**config.mk**
```make
export PLATFORM = sky130hd
export DESIGN_NAME = rational_fraction_alu_core
export DESIGN_NICKNAME = d
export VERILOG_FILES = /design/src/rtl/rfa_pkg.sv /design/src/rtl/rational_fraction_alu_core.sv /design/src/rtl/rfa_gcd_div.sv /design/src/rtl/rfa_dpath.sv /design/src/rtl/rfa_seq.sv
export SDC_FILE = /design/constraint.sdc
export NUM_CORES = 2
export LEC_CHECK = 0
export BUFFER_PORTS_ARGS = -buffer_cell sky130_fd_sc_hd__buf_2
export CAP_MARGIN = 20
export CORE_ASPECT_RATIO = 0.5
export CORE_MARGIN = 1
export CORE_UTILIZATION = 45
export CTS_CLUSTER_DIAMETER = 100
export DETAILED_ROUTE_END_ITERATION = 8
export SLEW_MARGIN = 10
export SYNTH_ARGS = -nofsm -noshare
export SYNTH_HDL_FRONTEND = slang
export SYNTH_SLANG_ARGS = --single-unit
```
**constraint.sdc**
```tcl
create_clock -name aclk -period 7.18 [get_ports aclk]
set_input_delay 1.436 -clock aclk [delete_from_list [all_inputs] [get_ports aclk]]
set_output_delay 1.436 -clock aclk [all_outputs]
set_load 0.01 [all_outputs]
```
**src/rtl/rfa_pkg.sv**
```systemverilog
// Package for the rational fraction ALU: widths, microcode encoding, control ROM.
package rfa_pkg;

    // Fixed field widths
    localparam int RES_W             = 33;
    localparam int KIND_W            = 3;
    localparam int FLAG_W            = 4;
    localparam int M_DATA_W          = ((2 * RES_W + 7) / 8) * 8;
    localparam int OPERAND_WIDTH_DEF = 16;
    localparam int STEP_W            = 5;

    // Operation codes carried in kind
    localparam logic [KIND_W-1:0] KIND_ADD = 3'd0;
    localparam logic [KIND_W-1:0] KIND_SUB = 3'd1;
    localparam logic [KIND_W-1:0] KIND_MUL = 3'd2;
    localparam logic [KIND_W-1:0] KIND_DIV = 3'd3;
    localparam logic [KIND_W-1:0] KIND_RED = 3'd4;
    localparam logic [KIND_W-1:0] KIND_CMP = 3'd5;

    typedef logic [STEP_W-1:0] step_t;

    // Sequencer jump control
    typedef enum logic [2:0] {
        JMP_NEXT,
        JMP_GOTO,
        JMP_DISPATCH,
        JMP_WAIT,
        JMP_BR_GZ,
        JMP_FINISH
    } jmp_t;

    // Multiplier operand pair
    typedef enum logic [2:0] {
        MS_NA_DB,
        MS_NB_DA,
        MS_NA_NB,
        MS_DA_DB,
        MS_DA_NB
    } mul_sel_t;

    // Accumulator / flag operation
    typedef enum logic [3:0] {
        ACC_NOP,
        ACC_NUM_LD,
        ACC_NUM_ADD,
        ACC_NUM_SUB,
        ACC_DEN_LD,
        ACC_CMP_LD,
        ACC_CMP_EVAL,
        ACC_NUM_Q,
        ACC_DEN_Q,
        ACC_PASS
    } acc_op_t;

    // GCD / divide unit commands
    typedef enum logic [1:0] {
        UOP_NONE,
        UOP_GCD,
        UOP_DIV_NUM,
        UOP_DIV_DEN
    } uop_t;

    // GCD / divide unit state
    typedef enum logic [1:0] {
        U_IDLE,
        U_GCD,
        U_DIV
    } unit_state_t;

    typedef struct packed {
        jmp_t     jmp;
        step_t    target;
        mul_sel_t mul;
        acc_op_t  acc;
        uop_t     uop;
    } cw_t;

    typedef struct packed {
        logic     load_in;
        logic     fin_load;
        mul_sel_t mul;
        acc_op_t  acc;
    } dp_ctrl_t;

    typedef struct packed {
        logic gcd_start;
        logic div_start;
        logic div_den;
    } unit_ctrl_t;

    typedef struct packed {
        logic busy;
        logic g_zero;
    } unit_stat_t;

    // Program entry points
    localparam step_t ADDR_IDLE = 5'd0;
    localparam step_t ADDR_ADD  = 5'd1;
    localparam step_t ADDR_SUB  = 5'd5;
    localparam step_t ADDR_MUL  = 5'd9;
    localparam step_t ADDR_DIV  = 5'd12;
    localparam step_t ADDR_CMP  = 5'd15;
    localparam step_t ADDR_RED  = 5'd18;
    localparam step_t ADDR_ERR  = 5'd26;
    localparam step_t ADDR_FIN  = 5'd27;

    function automatic cw_t make_cw(jmp_t j, step_t t, mul_sel_t m, acc_op_t a, uop_t u);
        cw_t cw;
        cw.jmp    = j;
        cw.target = t;
        cw.mul    = m;
        cw.acc    = a;
        cw.uop    = u;
        return cw;
    endfunction

    // Entry point for each operation; unused kinds go straight out with zeros
    function automatic step_t dispatch(logic [KIND_W-1:0] kind);
        step_t s;
        case (kind)
            KIND_ADD: s = ADDR_ADD;
            KIND_SUB: s = ADDR_SUB;
            KIND_MUL: s = ADDR_MUL;
            KIND_DIV: s = ADDR_DIV;
            KIND_RED: s = ADDR_RED;
            KIND_CMP: s = ADDR_CMP;
            default:  s = ADDR_FIN;
        endcase
        return s;
    endfunction

    // Control store. Multiplier result lands in the product register, read in the step
    // after its operands are selected, so each accumulate trails its multiply.
    function automatic cw_t ucode_rom(step_t addr);
        cw_t cw;
        case (addr)
            ADDR_IDLE:
                cw = make_cw(JMP_DISPATCH, ADDR_IDLE, MS_NA_DB, ACC_NOP, UOP_NONE);
            // add
            ADDR_ADD:
                cw = make_cw(JMP_NEXT, ADDR_IDLE, MS_NA_DB, ACC_NOP, UOP_NONE);
            ADDR_ADD + step_t'(1):
                cw = make_cw(JMP_NEXT, ADDR_IDLE, MS_NB_DA, ACC_NUM_LD, UOP_NONE);
            ADDR_ADD + step_t'(2):
                cw = make_cw(JMP_NEXT, ADDR_IDLE, MS_DA_DB, ACC_NUM_ADD, UOP_NONE);
            ADDR_ADD + step_t'(3):
                cw = make_cw(JMP_GOTO, ADDR_FIN, MS_NA_DB, ACC_DEN_LD, UOP_NONE);
            // subtract
            ADDR_SUB:
                cw = make_cw(JMP_NEXT, ADDR_IDLE, MS_NA_DB, ACC_NOP, UOP_NONE);
            ADDR_SUB + step_t'(1):
                cw = make_cw(JMP_NEXT, ADDR_IDLE, MS_NB_DA, ACC_NUM_LD, UOP_NONE);
            ADDR_SUB + step_t'(2):
                cw = make_cw(JMP_NEXT, ADDR_IDLE, MS_DA_DB, ACC_NUM_SUB, UOP_NONE);
            ADDR_SUB + step_t'(3):
                cw = make_cw(JMP_GOTO, ADDR_FIN, MS_NA_DB, ACC_DEN_LD, UOP_NONE);
            // multiply
            ADDR_MUL:
                cw = make_cw(JMP_NEXT, ADDR_IDLE, MS_NA_NB, ACC_NOP, UOP_NONE);
            ADDR_MUL + step_t'(1):
                cw = make_cw(JMP_NEXT, ADDR_IDLE, MS_DA_DB, ACC_NUM_LD, UOP_NONE);
            ADDR_MUL + step_t'(2):
                cw = make_cw(JMP_GOTO, ADDR_FIN, MS_NA_DB, ACC_DEN_LD, UOP_NONE);
            // divide
            ADDR_DIV:
                cw = make_cw(JMP_NEXT, ADDR_IDLE, MS_NA_DB, ACC_NOP, UOP_NONE);
            ADDR_DIV + step_t'(1):
                cw = make_cw(JMP_NEXT, ADDR_IDLE, MS_DA_NB, ACC_NUM_LD, UOP_NONE);
            ADDR_DIV + step_t'(2):
                cw = make_cw(JMP_GOTO, ADDR_FIN, MS_NA_DB, ACC_DEN_LD, UOP_NONE);
            // compare
            ADDR_CMP:
                cw = make_cw(JMP_NEXT, ADDR_IDLE, MS_NA_DB, ACC_NOP, UOP_NONE);
            ADDR_CMP + step_t'(1):
                cw = make_cw(JMP_NEXT, ADDR_IDLE, MS_NB_DA, ACC_CMP_LD, UOP_NONE);
            ADDR_CMP + step_t'(2):
                cw = make_cw(JMP_GOTO, ADDR_FIN, MS_NA_DB, ACC_CMP_EVAL, UOP_NONE);
            // reduce
            ADDR_RED:
                cw = make_cw(JMP_NEXT, ADDR_IDLE, MS_NA_DB, ACC_NOP, UOP_GCD);
            ADDR_RED + step_t'(1):
                cw = make_cw(JMP_WAIT, ADDR_IDLE, MS_NA_DB, ACC_NOP, UOP_NONE);
            ADDR_RED + step_t'(2):
                cw = make_cw(JMP_BR_GZ, ADDR_ERR, MS_NA_DB, ACC_NOP, UOP_NONE);
            ADDR_RED + step_t'(3):
                cw = make_cw(JMP_NEXT, ADDR_IDLE, MS_NA_DB, ACC_NOP, UOP_DIV_NUM);
            ADDR_RED + step_t'(4):
                cw = make_cw(JMP_WAIT, ADDR_IDLE, MS_NA_DB, ACC_NOP, UOP_NONE);
            ADDR_RED + step_t'(5):
                cw = make_cw(JMP_NEXT, ADDR_IDLE, MS_NA_DB, ACC_NUM_Q, UOP_DIV_DEN);
            ADDR_RED + step_t'(6):
                cw = make_cw(JMP_WAIT, ADDR_IDLE, MS_NA_DB, ACC_NOP, UOP_NONE);
            ADDR_RED + step_t'(7):
                cw = make_cw(JMP_GOTO, ADDR_FIN, MS_NA_DB, ACC_DEN_Q, UOP_NONE);
            // both parts zero: pass through with error
            ADDR_ERR:
                cw = make_cw(JMP_GOTO, ADDR_FIN, MS_NA_DB, ACC_PASS, UOP_NONE);
            ADDR_FIN:
                cw = make_cw(JMP_FINISH, ADDR_IDLE, MS_NA_DB, ACC_NOP, UOP_NONE);
            default:
                cw = make_cw(JMP_GOTO, ADDR_IDLE, MS_NA_DB, ACC_NOP, UOP_NONE);
        endcase
        return cw;
    endfunction

endpackage

```
**src/rtl/rational_fraction_alu_core.sv**
```systemverilog
// Top level of the rational fraction ALU: stream ports around sequencer, datapath and GCD unit.
//
//  channel   | direction | tdata (low bit up)              | tuser (low bit up)
//  s_axis    | in        | num_a, den_a, num_b, den_b      | kind
//  m_axis    | out       | res_num, res_den, zero pad      | is_less, is_greater, is_equal, err_zero
//
// Each kind runs its own microcode program from dispatch to the finish step, unused
// kinds go straight to finish; reduce runs longest, as it waits on the binary GCD, one
// step per cycle, and on two divisions, one quotient bit per cycle.
// One transaction is in flight at a time; the next is taken once the result is
// in the output register. A stalled output holds the program at its last step.
// aresetn is synchronous; it clears the step counter, the output valid and the unit state.
module rational_fraction_alu_core #(
    parameter int  OPERAND_WIDTH = rfa_pkg::OPERAND_WIDTH_DEF,
    localparam int S_DATA_W      = ((4 * OPERAND_WIDTH + 7) / 8) * 8
) (
    input  logic                             aclk,
    input  logic                             aresetn,
    input  logic                             s_axis_tvalid,
    output logic                             s_axis_tready,
    // num_a, den_a, num_b, den_b, zero pad
    input  logic [S_DATA_W-1:0]              s_axis_tdata,
    // kind
    input  logic [rfa_pkg::KIND_W-1:0]       s_axis_tuser,
    output logic                             m_axis_tvalid,
    input  logic                             m_axis_tready,
    // res_num, res_den, zero pad
    output logic [rfa_pkg::M_DATA_W-1:0]     m_axis_tdata,
    // is_less, is_greater, is_equal, err_zero
    output logic [rfa_pkg::FLAG_W-1:0]       m_axis_tuser
);
    import rfa_pkg::*;

    localparam int W = OPERAND_WIDTH;

    dp_ctrl_t                dp_ctrl;
    unit_ctrl_t              unit_ctrl;
    unit_stat_t              unit_stat;
    logic signed [W-1:0]     na_q, da_q;
    logic signed [RES_W-1:0] quot;
    logic signed [RES_W-1:0] res_num, res_den;

    rfa_seq u_seq (
        .aclk      (aclk),
        .aresetn   (aresetn),
        .s_valid   (s_axis_tvalid),
        .s_ready   (s_axis_tready),
        .kind      (s_axis_tuser),
        .m_valid   (m_axis_tvalid),
        .m_ready   (m_axis_tready),
        .stat      (unit_stat),
        .dp_ctrl   (dp_ctrl),
        .unit_ctrl (unit_ctrl)
    );

    rfa_dpath #(.W(W)) u_dpath (
        .aclk      (aclk),
        .ctrl      (dp_ctrl),
        .in_na     (s_axis_tdata[W-1:0]),
        .in_da     (s_axis_tdata[2*W-1:W]),
        .in_nb     (s_axis_tdata[3*W-1:2*W]),
        .in_db     (s_axis_tdata[4*W-1:3*W]),
        .quot      (quot),
        .na_q      (na_q),
        .da_q      (da_q),
        .res_num   (res_num),
        .res_den   (res_den),
        .res_flags (m_axis_tuser)
    );

    rfa_gcd_div #(.W(W)) u_gcd_div (
        .aclk    (aclk),
        .aresetn (aresetn),
        .ctrl    (unit_ctrl),
        .na      (na_q),
        .da      (da_q),
        .stat    (unit_stat),
        .quot    (quot)
    );

    assign m_axis_tdata = {(M_DATA_W - 2 * RES_W)'(0), res_den, res_num};

endmodule

```
**src/rtl/rfa_gcd_div.sv**
```systemverilog
// Iterative binary GCD and restoring divider shared by the reduce program.
module rfa_gcd_div #(
    parameter int W = rfa_pkg::OPERAND_WIDTH_DEF
) (
    input  logic                           aclk,
    input  logic                           aresetn,
    input  rfa_pkg::unit_ctrl_t            ctrl,
    input  logic signed [W-1:0]            na,
    input  logic signed [W-1:0]            da,
    output rfa_pkg::unit_stat_t            stat,
    output logic signed [rfa_pkg::RES_W-1:0] quot
);
    import rfa_pkg::*;

    localparam int MW = W + 1;
    localparam int KW = $clog2(W + 1);

    unit_state_t     state_reg, state_next;
    logic [MW-1:0]   x_reg, x_next;
    logic [MW-1:0]   y_reg, y_next;
    logic [KW-1:0]   k_reg, k_next;
    logic [MW-1:0]   g_reg, g_next;
    logic [MW-1:0]   rem_reg, rem_next;
    logic [MW-1:0]   q_reg, q_next;
    logic [KW-1:0]   cnt_reg, cnt_next;
    logic            neg_reg, neg_next;

    logic signed [MW-1:0] na_x, da_x;
    logic [MW-1:0]        na_mag, da_mag;
    logic [MW-1:0]        rem_sh;
    logic [MW:0]          trial;

    // Operand magnitudes, one bit wider so the most negative value fits
    assign na_x   = MW'(na);
    assign da_x   = MW'(da);
    assign na_mag = na_x[MW-1] ? MW'(-na_x) : MW'(na_x);
    assign da_mag = da_x[MW-1] ? MW'(-da_x) : MW'(da_x);

    // Restoring divide trial subtract
    assign rem_sh = {rem_reg[MW-2:0], q_reg[MW-1]};
    assign trial  = {1'b0, rem_sh} - {1'b0, g_reg};

    always_comb begin
        state_next = state_reg;
        x_next     = x_reg;
        y_next     = y_reg;
        k_next     = k_reg;
        g_next     = g_reg;
        rem_next   = rem_reg;
        q_next     = q_reg;
        cnt_next   = cnt_reg;
        neg_next   = neg_reg;
        case (state_reg)
            U_IDLE: begin
                if (ctrl.gcd_start) begin
                    x_next     = na_mag;
                    y_next     = da_mag;
                    k_next     = '0;
                    state_next = U_GCD;
                end else if (ctrl.div_start) begin
                    q_next     = ctrl.div_den ? da_mag : na_mag;
                    neg_next   = ctrl.div_den ? da[W-1] : na[W-1];
                    rem_next   = '0;
                    cnt_next   = '0;
                    state_next = U_DIV;
                end
            end
            // One binary GCD step per cycle; a zero part yields the other part shifted left by k_reg
            U_GCD: begin
                if (x_reg == '0) begin
                    g_next     = y_reg << k_reg;
                    state_next = U_IDLE;
                end else if (y_reg == '0) begin
                    g_next     = x_reg << k_reg;
                    state_next = U_IDLE;
                end else if (!x_reg[0] && !y_reg[0]) begin
                    x_next = x_reg >> 1;
                    y_next = y_reg >> 1;
                    k_next = k_reg + KW'(1);
                end else if (!x_reg[0]) begin
                    x_next = x_reg >> 1;
                end else if (!y_reg[0]) begin
                    y_next = y_reg >> 1;
                end else if (x_reg > y_reg) begin
                    x_next = y_reg;
                    y_next = x_reg - y_reg;
                end else begin
                    y_next = y_reg - x_reg;
                end
            end
            // One quotient bit per cycle
            U_DIV: begin
                if (!trial[MW]) begin
                    rem_next = trial[MW-1:0];
                    q_next   = {q_reg[MW-2:0], 1'b1};
                end else begin
                    rem_next = rem_sh;
                    q_next   = {q_reg[MW-2:0], 1'b0};
                end
                cnt_next = cnt_reg + KW'(1);
                if (cnt_reg == KW'(W)) begin
                    state_next = U_IDLE;
                end
            end
            default: begin
                state_next = U_IDLE;
            end
        endcase
    end

    always_ff @(posedge aclk) begin
        if (!aresetn) begin
            state_reg <= U_IDLE;
        end else begin
            state_reg <= state_next;
        end
        x_reg   <= x_next;
        y_reg   <= y_next;
        k_reg   <= k_next;
        g_reg   <= g_next;
        rem_reg <= rem_next;
        q_reg   <= q_next;
        cnt_reg <= cnt_next;
        neg_reg <= neg_next;
    end

    assign stat.busy   = (state_reg != U_IDLE);
    assign stat.g_zero = (g_reg == '0);
    assign quot        = neg_reg ? -(RES_W'(q_reg)) : RES_W'(q_reg);

`ifndef NO_ASSERTIONS
    a_start_when_idle: assert property (@(posedge aclk) disable iff (!aresetn)
        (ctrl.gcd_start || ctrl.div_start) |-> (state_reg == U_IDLE))
        else $error("unit started while busy");

    a_rem_below_divisor: assert property (@(posedge aclk) disable iff (!aresetn)
        (state_reg == U_DIV) |-> (rem_reg < g_reg))
        else $error("partial remainder not below divisor");
`endif

endmodule

```
**src/rtl/rfa_dpath.sv**
```systemverilog
// Datapath: operand registers, multiplier, accumulators, compare flags, result register.
module rfa_dpath #(
    parameter int W = rfa_pkg::OPERAND_WIDTH_DEF
) (
    input  logic                              aclk,
    input  rfa_pkg::dp_ctrl_t                 ctrl,
    input  logic signed [W-1:0]               in_na,
    input  logic signed [W-1:0]               in_da,
    input  logic signed [W-1:0]               in_nb,
    input  logic signed [W-1:0]               in_db,
    input  logic signed [rfa_pkg::RES_W-1:0]  quot,
    output logic signed [W-1:0]               na_q,
    output logic signed [W-1:0]               da_q,
    output logic signed [rfa_pkg::RES_W-1:0]  res_num,
    output logic signed [rfa_pkg::RES_W-1:0]  res_den,
    output logic [rfa_pkg::FLAG_W-1:0]        res_flags
);
    import rfa_pkg::*;

    logic signed [W-1:0]       na_reg, da_reg, nb_reg, db_reg;
    logic signed [W-1:0]       ma, mb;
    logic signed [2*W-1:0]     prod_reg, prod_next;
    logic signed [2*W-1:0]     cmp_reg, cmp_next;
    logic signed [RES_W-1:0]   prod_ext;
    logic signed [RES_W-1:0]   num_reg, num_next, den_reg, den_next;
    logic                      lt_reg, lt_next, gt_reg, gt_next;
    logic                      eq_reg, eq_next, err_reg, err_next;
    logic signed [RES_W-1:0]   out_num_reg, out_den_reg;
    logic [FLAG_W-1:0]         out_flags_reg;

    // Multiplier operand select
    always_comb begin
        case (ctrl.mul)
            MS_NA_DB: begin ma = na_reg; mb = db_reg; end
            MS_NB_DA: begin ma = nb_reg; mb = da_reg; end
            MS_NA_NB: begin ma = na_reg; mb = nb_reg; end
            MS_DA_DB: begin ma = da_reg; mb = db_reg; end
            MS_DA_NB: begin ma = da_reg; mb = nb_reg; end
            default:  begin ma = na_reg; mb = db_reg; end
        endcase
    end

    assign prod_next = ma * mb;
    assign prod_ext  = RES_W'(prod_reg);

    // Accumulator and flag update
    always_comb begin
        num_next = num_reg;
        den_next = den_reg;
        cmp_next = cmp_reg;
        lt_next  = lt_reg;
        gt_next  = gt_reg;
        eq_next  = eq_reg;
        err_next = err_reg;
        if (ctrl.load_in) begin
            num_next = '0;
            den_next = '0;
            lt_next  = 1'b0;
            gt_next  = 1'b0;
            eq_next  = 1'b0;
            err_next = 1'b0;
        end else begin
            case (ctrl.acc)
                ACC_NOP:      ;
                ACC_NUM_LD:   num_next = prod_ext;
                ACC_NUM_ADD:  num_next = num_reg + prod_ext;
                ACC_NUM_SUB:  num_next = num_reg - prod_ext;
                ACC_DEN_LD:   den_next = prod_ext;
                ACC_CMP_LD:   cmp_next = prod_reg;
                ACC_CMP_EVAL: begin
                    lt_next = (cmp_reg < prod_reg);
                    gt_next = (cmp_reg > prod_reg);
                    eq_next = (cmp_reg == prod_reg);
                end
                ACC_NUM_Q:    num_next = quot;
                ACC_DEN_Q:    den_next = quot;
                ACC_PASS: begin
                    num_next = RES_W'(na_reg);
                    den_next = RES_W'(da_reg);
                    err_next = 1'b1;
                end
                default:      ;
            endcase
        end
    end

    // Payload registers, no reset needed
    always_ff @(posedge aclk) begin
        if (ctrl.load_in) begin
            na_reg <= in_na;
            da_reg <= in_da;
            nb_reg <= in_nb;
            db_reg <= in_db;
        end
        prod_reg <= prod_next;
        cmp_reg  <= cmp_next;
        num_reg  <= num_next;
        den_reg  <= den_next;
        lt_reg   <= lt_next;
        gt_reg   <= gt_next;
        eq_reg   <= eq_next;
        err_reg  <= err_next;
        if (ctrl.fin_load) begin
            out_num_reg   <= num_reg;
            out_den_reg   <= den_reg;
            out_flags_reg <= {err_reg, eq_reg, gt_reg, lt_reg};
        end
    end

    assign na_q      = na_reg;
    assign da_q      = da_reg;
    assign res_num   = out_num_reg;
    assign res_den   = out_den_reg;
    assign res_flags = out_flags_reg;

endmodule

```
**src/rtl/rfa_seq.sv**
```systemverilog
// Microcode sequencer: step counter, control store fetch, jumps and handshakes.
module rfa_seq (
    input  logic                             aclk,
    input  logic                             aresetn,
    input  logic                             s_valid,
    output logic                             s_ready,
    input  logic [rfa_pkg::KIND_W-1:0]       kind,
    output logic                             m_valid,
    input  logic                             m_ready,
    input  rfa_pkg::unit_stat_t              stat,
    output rfa_pkg::dp_ctrl_t                dp_ctrl,
    output rfa_pkg::unit_ctrl_t              unit_ctrl
);
    import rfa_pkg::*;

    step_t step_reg, step_next;
    logic  m_valid_reg, m_valid_next;
    cw_t   cw;
    logic  accept;
    logic  out_free;
    logic  fin_load;

    assign cw       = ucode_rom(step_reg);
    assign accept   = (step_reg == ADDR_IDLE) && s_valid;
    assign out_free = !m_valid_reg || m_ready;
    assign fin_load = (cw.jmp == JMP_FINISH) && out_free;

    // Next step
    always_comb begin
        case (cw.jmp)
            JMP_NEXT:     step_next = step_reg + step_t'(1);
            JMP_GOTO:     step_next = cw.target;
            JMP_DISPATCH: step_next = accept ? dispatch(kind) : step_reg;
            JMP_WAIT:     step_next = stat.busy ? step_reg : step_reg + step_t'(1);
            JMP_BR_GZ:    step_next = stat.g_zero ? cw.target : step_reg + step_t'(1);
            JMP_FINISH:   step_next = out_free ? ADDR_IDLE : step_reg;
            default:      step_next = ADDR_IDLE;
        endcase
    end

    // Result slot: filled at finish, emptied by the downstream transaction
    always_comb begin
        if (fin_load) begin
            m_valid_next = 1'b1;
        end else if (m_ready) begin
            m_valid_next = 1'b0;
        end else begin
            m_valid_next = m_valid_reg;
        end
    end

    always_ff @(posedge aclk) begin
        if (!aresetn) begin
            step_reg    <= ADDR_IDLE;
            m_valid_reg <= 1'b0;
        end else begin
            step_reg    <= step_next;
            m_valid_reg <= m_valid_next;
        end
    end

    // Control fan-out
    assign dp_ctrl.load_in    = accept;
    assign dp_ctrl.fin_load   = fin_load;
    assign dp_ctrl.mul        = cw.mul;
    assign dp_ctrl.acc        = cw.acc;
    assign unit_ctrl.gcd_start = (cw.uop == UOP_GCD);
    assign unit_ctrl.div_start = (cw.uop == UOP_DIV_NUM) || (cw.uop == UOP_DIV_DEN);
    assign unit_ctrl.div_den   = (cw.uop == UOP_DIV_DEN);

    assign s_ready = (step_reg == ADDR_IDLE);
    assign m_valid = m_valid_reg;

`ifndef NO_ASSERTIONS
    a_accept_starts_program: assert property (@(posedge aclk) disable iff (!aresetn)
        accept |=> (step_reg != ADDR_IDLE))
        else $error("accepted transaction did not start a program");

    a_branch_after_gcd: assert property (@(posedge aclk) disable iff (!aresetn)
        (cw.jmp == JMP_BR_GZ) |-> !stat.busy)
        else $error("zero-divisor branch taken before GCD finished");
`endif

endmodule

```
==> impl_metrics.toml <==
[status]
outcome = "finished, final reports clean"

[floorplanning]
io_pins = 149
die_y_um = 191
die-area_sq_mm = 0.0728
start_util_pct = 46.1
core_area_sq_mm = 0.0699
rows = 68
die_x_um = 381

[clocking]
cts.sinks = 385
clk_path_buf_depth = 3
cts_tree = "yes"
hold_buffers = 0
numCtsBuffers = 39
insertion_delay_ns = 0.59
cts.clk_slew.worst_paths_ns = 0.07
htree_num_levels = 2
cts_root_buf = "clkbuf_16"

[layout]
area_delta_synth_final_pct = 12.9
final_common_cell = "inv_1"
regArea_sq_mm = 0.0103
drive_gt1_share_pct = 12.9
nets = 4147
multiInputGateArea_sq_mm = 0.0199
mostFrequentLayoutCells = "437 x inv_1, 350 x nor2_1, 290 x nand2_1"
nFillCells = 6516
fin_cells = 4577

[placement]
gp_congestion = 0.984
port_buffers = 142
dp_cells = 4474
dp_hpwl_mm = 76.0

[routing]
drt_wl_total_mm = 96.4
vias = 26100
ant_nets = 0
drt_iter0_drc = 2279
vias_per_cell = 5.70
wl_per_cell_um = 21.1
firstDrtPassIters = 5
drc = 0

[sta]
clock.fmax_ghz = 0.143
finalHoldViolations = 0
setup_viol = 0
report.final.slew_viol_count = 0
finalCritPeriodShare_pct = 97.2
slew-limit-headroom_pct = 29.1
worstMarginPinSlew_ns = 1.06
finalClockSkew_ns = 0.0343
rsz0062_at_grt = "yes"
layout_min_cycle_time_ns = 6.98

[hold_path]
hp-class = "flip-flop to flip-flop"

[flow_run]
maxCapViolCount = 0

[grt]
grt_usage_pct = 26.6
antenna_found_initial = 6
grt_pass1_wl_mm = 149
grt_max_degree = 83
globalRoute.totalOverflow = 0
first_global_vias = 25900

[logic_synthesis]
ys_seq_elements = 385
ys.flop_type = "edfxtp_1"
yosysSeqAreaShare_pct = 32.0
synth-edff-count = 261
avgSynthCellArea_sq_um = 9.44
synth_warnings = 0
syn_area_sq_mm = 0.0322
synth_cells = 3414
synth-async-reset-ratio_pct = 0
synth_cell_type_count = 89

[critical_path]
cp.arrival_ns = 7.42
cp-start-kind = "flip-flop"
cp-end-kind = "flip-flop"
path_max_fanout = 6
crit_type = "flip-flop to flip-flop"
timing.critical_path.required_ns = 7.63
logic make-up (layout without fill, tap and decap cells):
| logic type | Yosys count | in the layout | synth area share [%] |
|---|---|---|---|
| mux | 78 | 78 | 2.53 |
| other cells | 1 | 9 | 0.0116 |
| compound gates | 754 | 754 | 15.6 |
| xor+xnor | 166 | 166 | 4.51 |
| buf+inv | 602 | 812 | 7.18 |
| simple gates | 950 | 950 | 13.4 |
| fa+ha+maj | 478 | 478 | 24.7 |
| flops | 385 | 385 | 32.0 |
cells in the mapped netlist (14+ instances only):
master / number / area (sq um)
nand2_1: 293 / 1100
edfxtp_1: 261 / 7840
and2_1: 52 / 325
o31ai_1: 17 / 128
nand3_1: 37 / 185
nor2_1: 353 / 1330
a21o_1: 43 / 323
xnor2_1: 114 / 998
nand2b_1: 27 / 169
a21oi_1: 228 / 1140
nor2b_1: 28 / 175
o21a_1: 17 / 128
a31oi_1: 24 / 150
a211oi_1: 38 / 285
fa_1: 266 / 5330
a221oi_1: 44 / 385
o211ai_1: 19 / 143
dfxtp_1: 124 / 2480
nand4_1: 24 / 150
a221o_1: 30 / 300
nor4_1: 22 / 138
xor2_1: 52 / 455
ha_1: 212 / 2650
nor3_1: 40 / 200
a22oi_1: 18 / 135
inv_1: 438 / 1640
or2_2: 14 / 87.6
clkbuf_1: 136 / 510
o21ai_0: 148 / 741
mux2i_1: 69 / 691
o211a_1: 16 / 160
metrics by stage:
step	area [sq um]	hold slack, ns	TNS, ns	utilization [%]	worst slack (ns)
after global routing	36400	0.430	-0.0487	52.1	-0.0382
after CTS	36000	0.427	0	51.4	0.0342
after floorplan	32300	0.403	0	-	0.0284
final	36400	0.422	0	52.1	0.202
after detailed placement	34600	0.410	-0.239	49.5	-0.128
after global placement	34600	0.409	-0.0166	49.5	-0.0166
cell type report:
cell class | count | share of cell area [%]
diodes | 3 | 0.0206
clock inverters | 19 | 0.639
flip-flops and latches | 385 | 28.4
well taps | 945 | 3.25
inverters | 440 | 4.54
clock buffers | 53 | 2.99
multi-input cells | 2432 | 54.6
repair buffers | 300 | 5.56
critical path, cell delays in order (launching register included):
cell      delay (ns)
dfxtp_4         0.36
nor3b_4         0.27
nor2_1          0.08
buf_4           0.17
buf_12          0.13
a221o_2         0.46
nand2_2         0.10
inv_1           0.06
fa_1            0.50
inv_1           0.08
fa_1            0.51
fa_1            0.52
inv_1           0.05
fa_1            0.50
fa_1            0.51
inv_1           0.05
fa_1            0.47
inv_1           0.06
ha_4            0.23
and2_1          0.17
a221o_1         0.32
a41o_1          0.24
a221oi_2        0.33
a31oi_2         0.17
nand4_1         0.12
nand4b_1        0.12
a21oi_2         0.17
xnor2_1         0.07
routing by layer:
layer / up-vias / track usage [%] / wire length (um) / part of all wire, %
met2: 888 / 42.7 / 43400 / 45
met4: 2 / 8.75 / 3190 / 3.3
li1: 12100 / - / - / -
met3: 192 / 5.64 / 8040 / 8.3
met5: - / 0 / 13 / 0.013
met1: 12900 / 36.0 / 41800 / 43
repair_timing:
item,4_1_cts,5_1_grt
hold endpoints to repair,0,0
cloned,0,1
setup endpoints to repair,4,9
resized for setup,4,49
setup buffers,1,25
pin swaps,0,31
path summary, 6_finish.rpt:
path | startpoint | to | slack (ns) | cells past startpoint
worst min-delay path | u_dpath.den_reg[13] | u_dpath.res_den[13] | 0.42 | 0
worst min register to register | u_dpath.den_reg[13] | u_dpath.res_den[13] | 0.42 | 0
worst max register to register | u_seq.cw[7] | u_dpath.prod_reg[31] | 0.20 | 27
worst max-delay path | u_seq.cw[7] | u_dpath.prod_reg[31] | 0.20 | 27
Power is left out: the tool's default activity adds up to more than one toggle a clock period on the data nets, which glitch-free logic cannot reach.
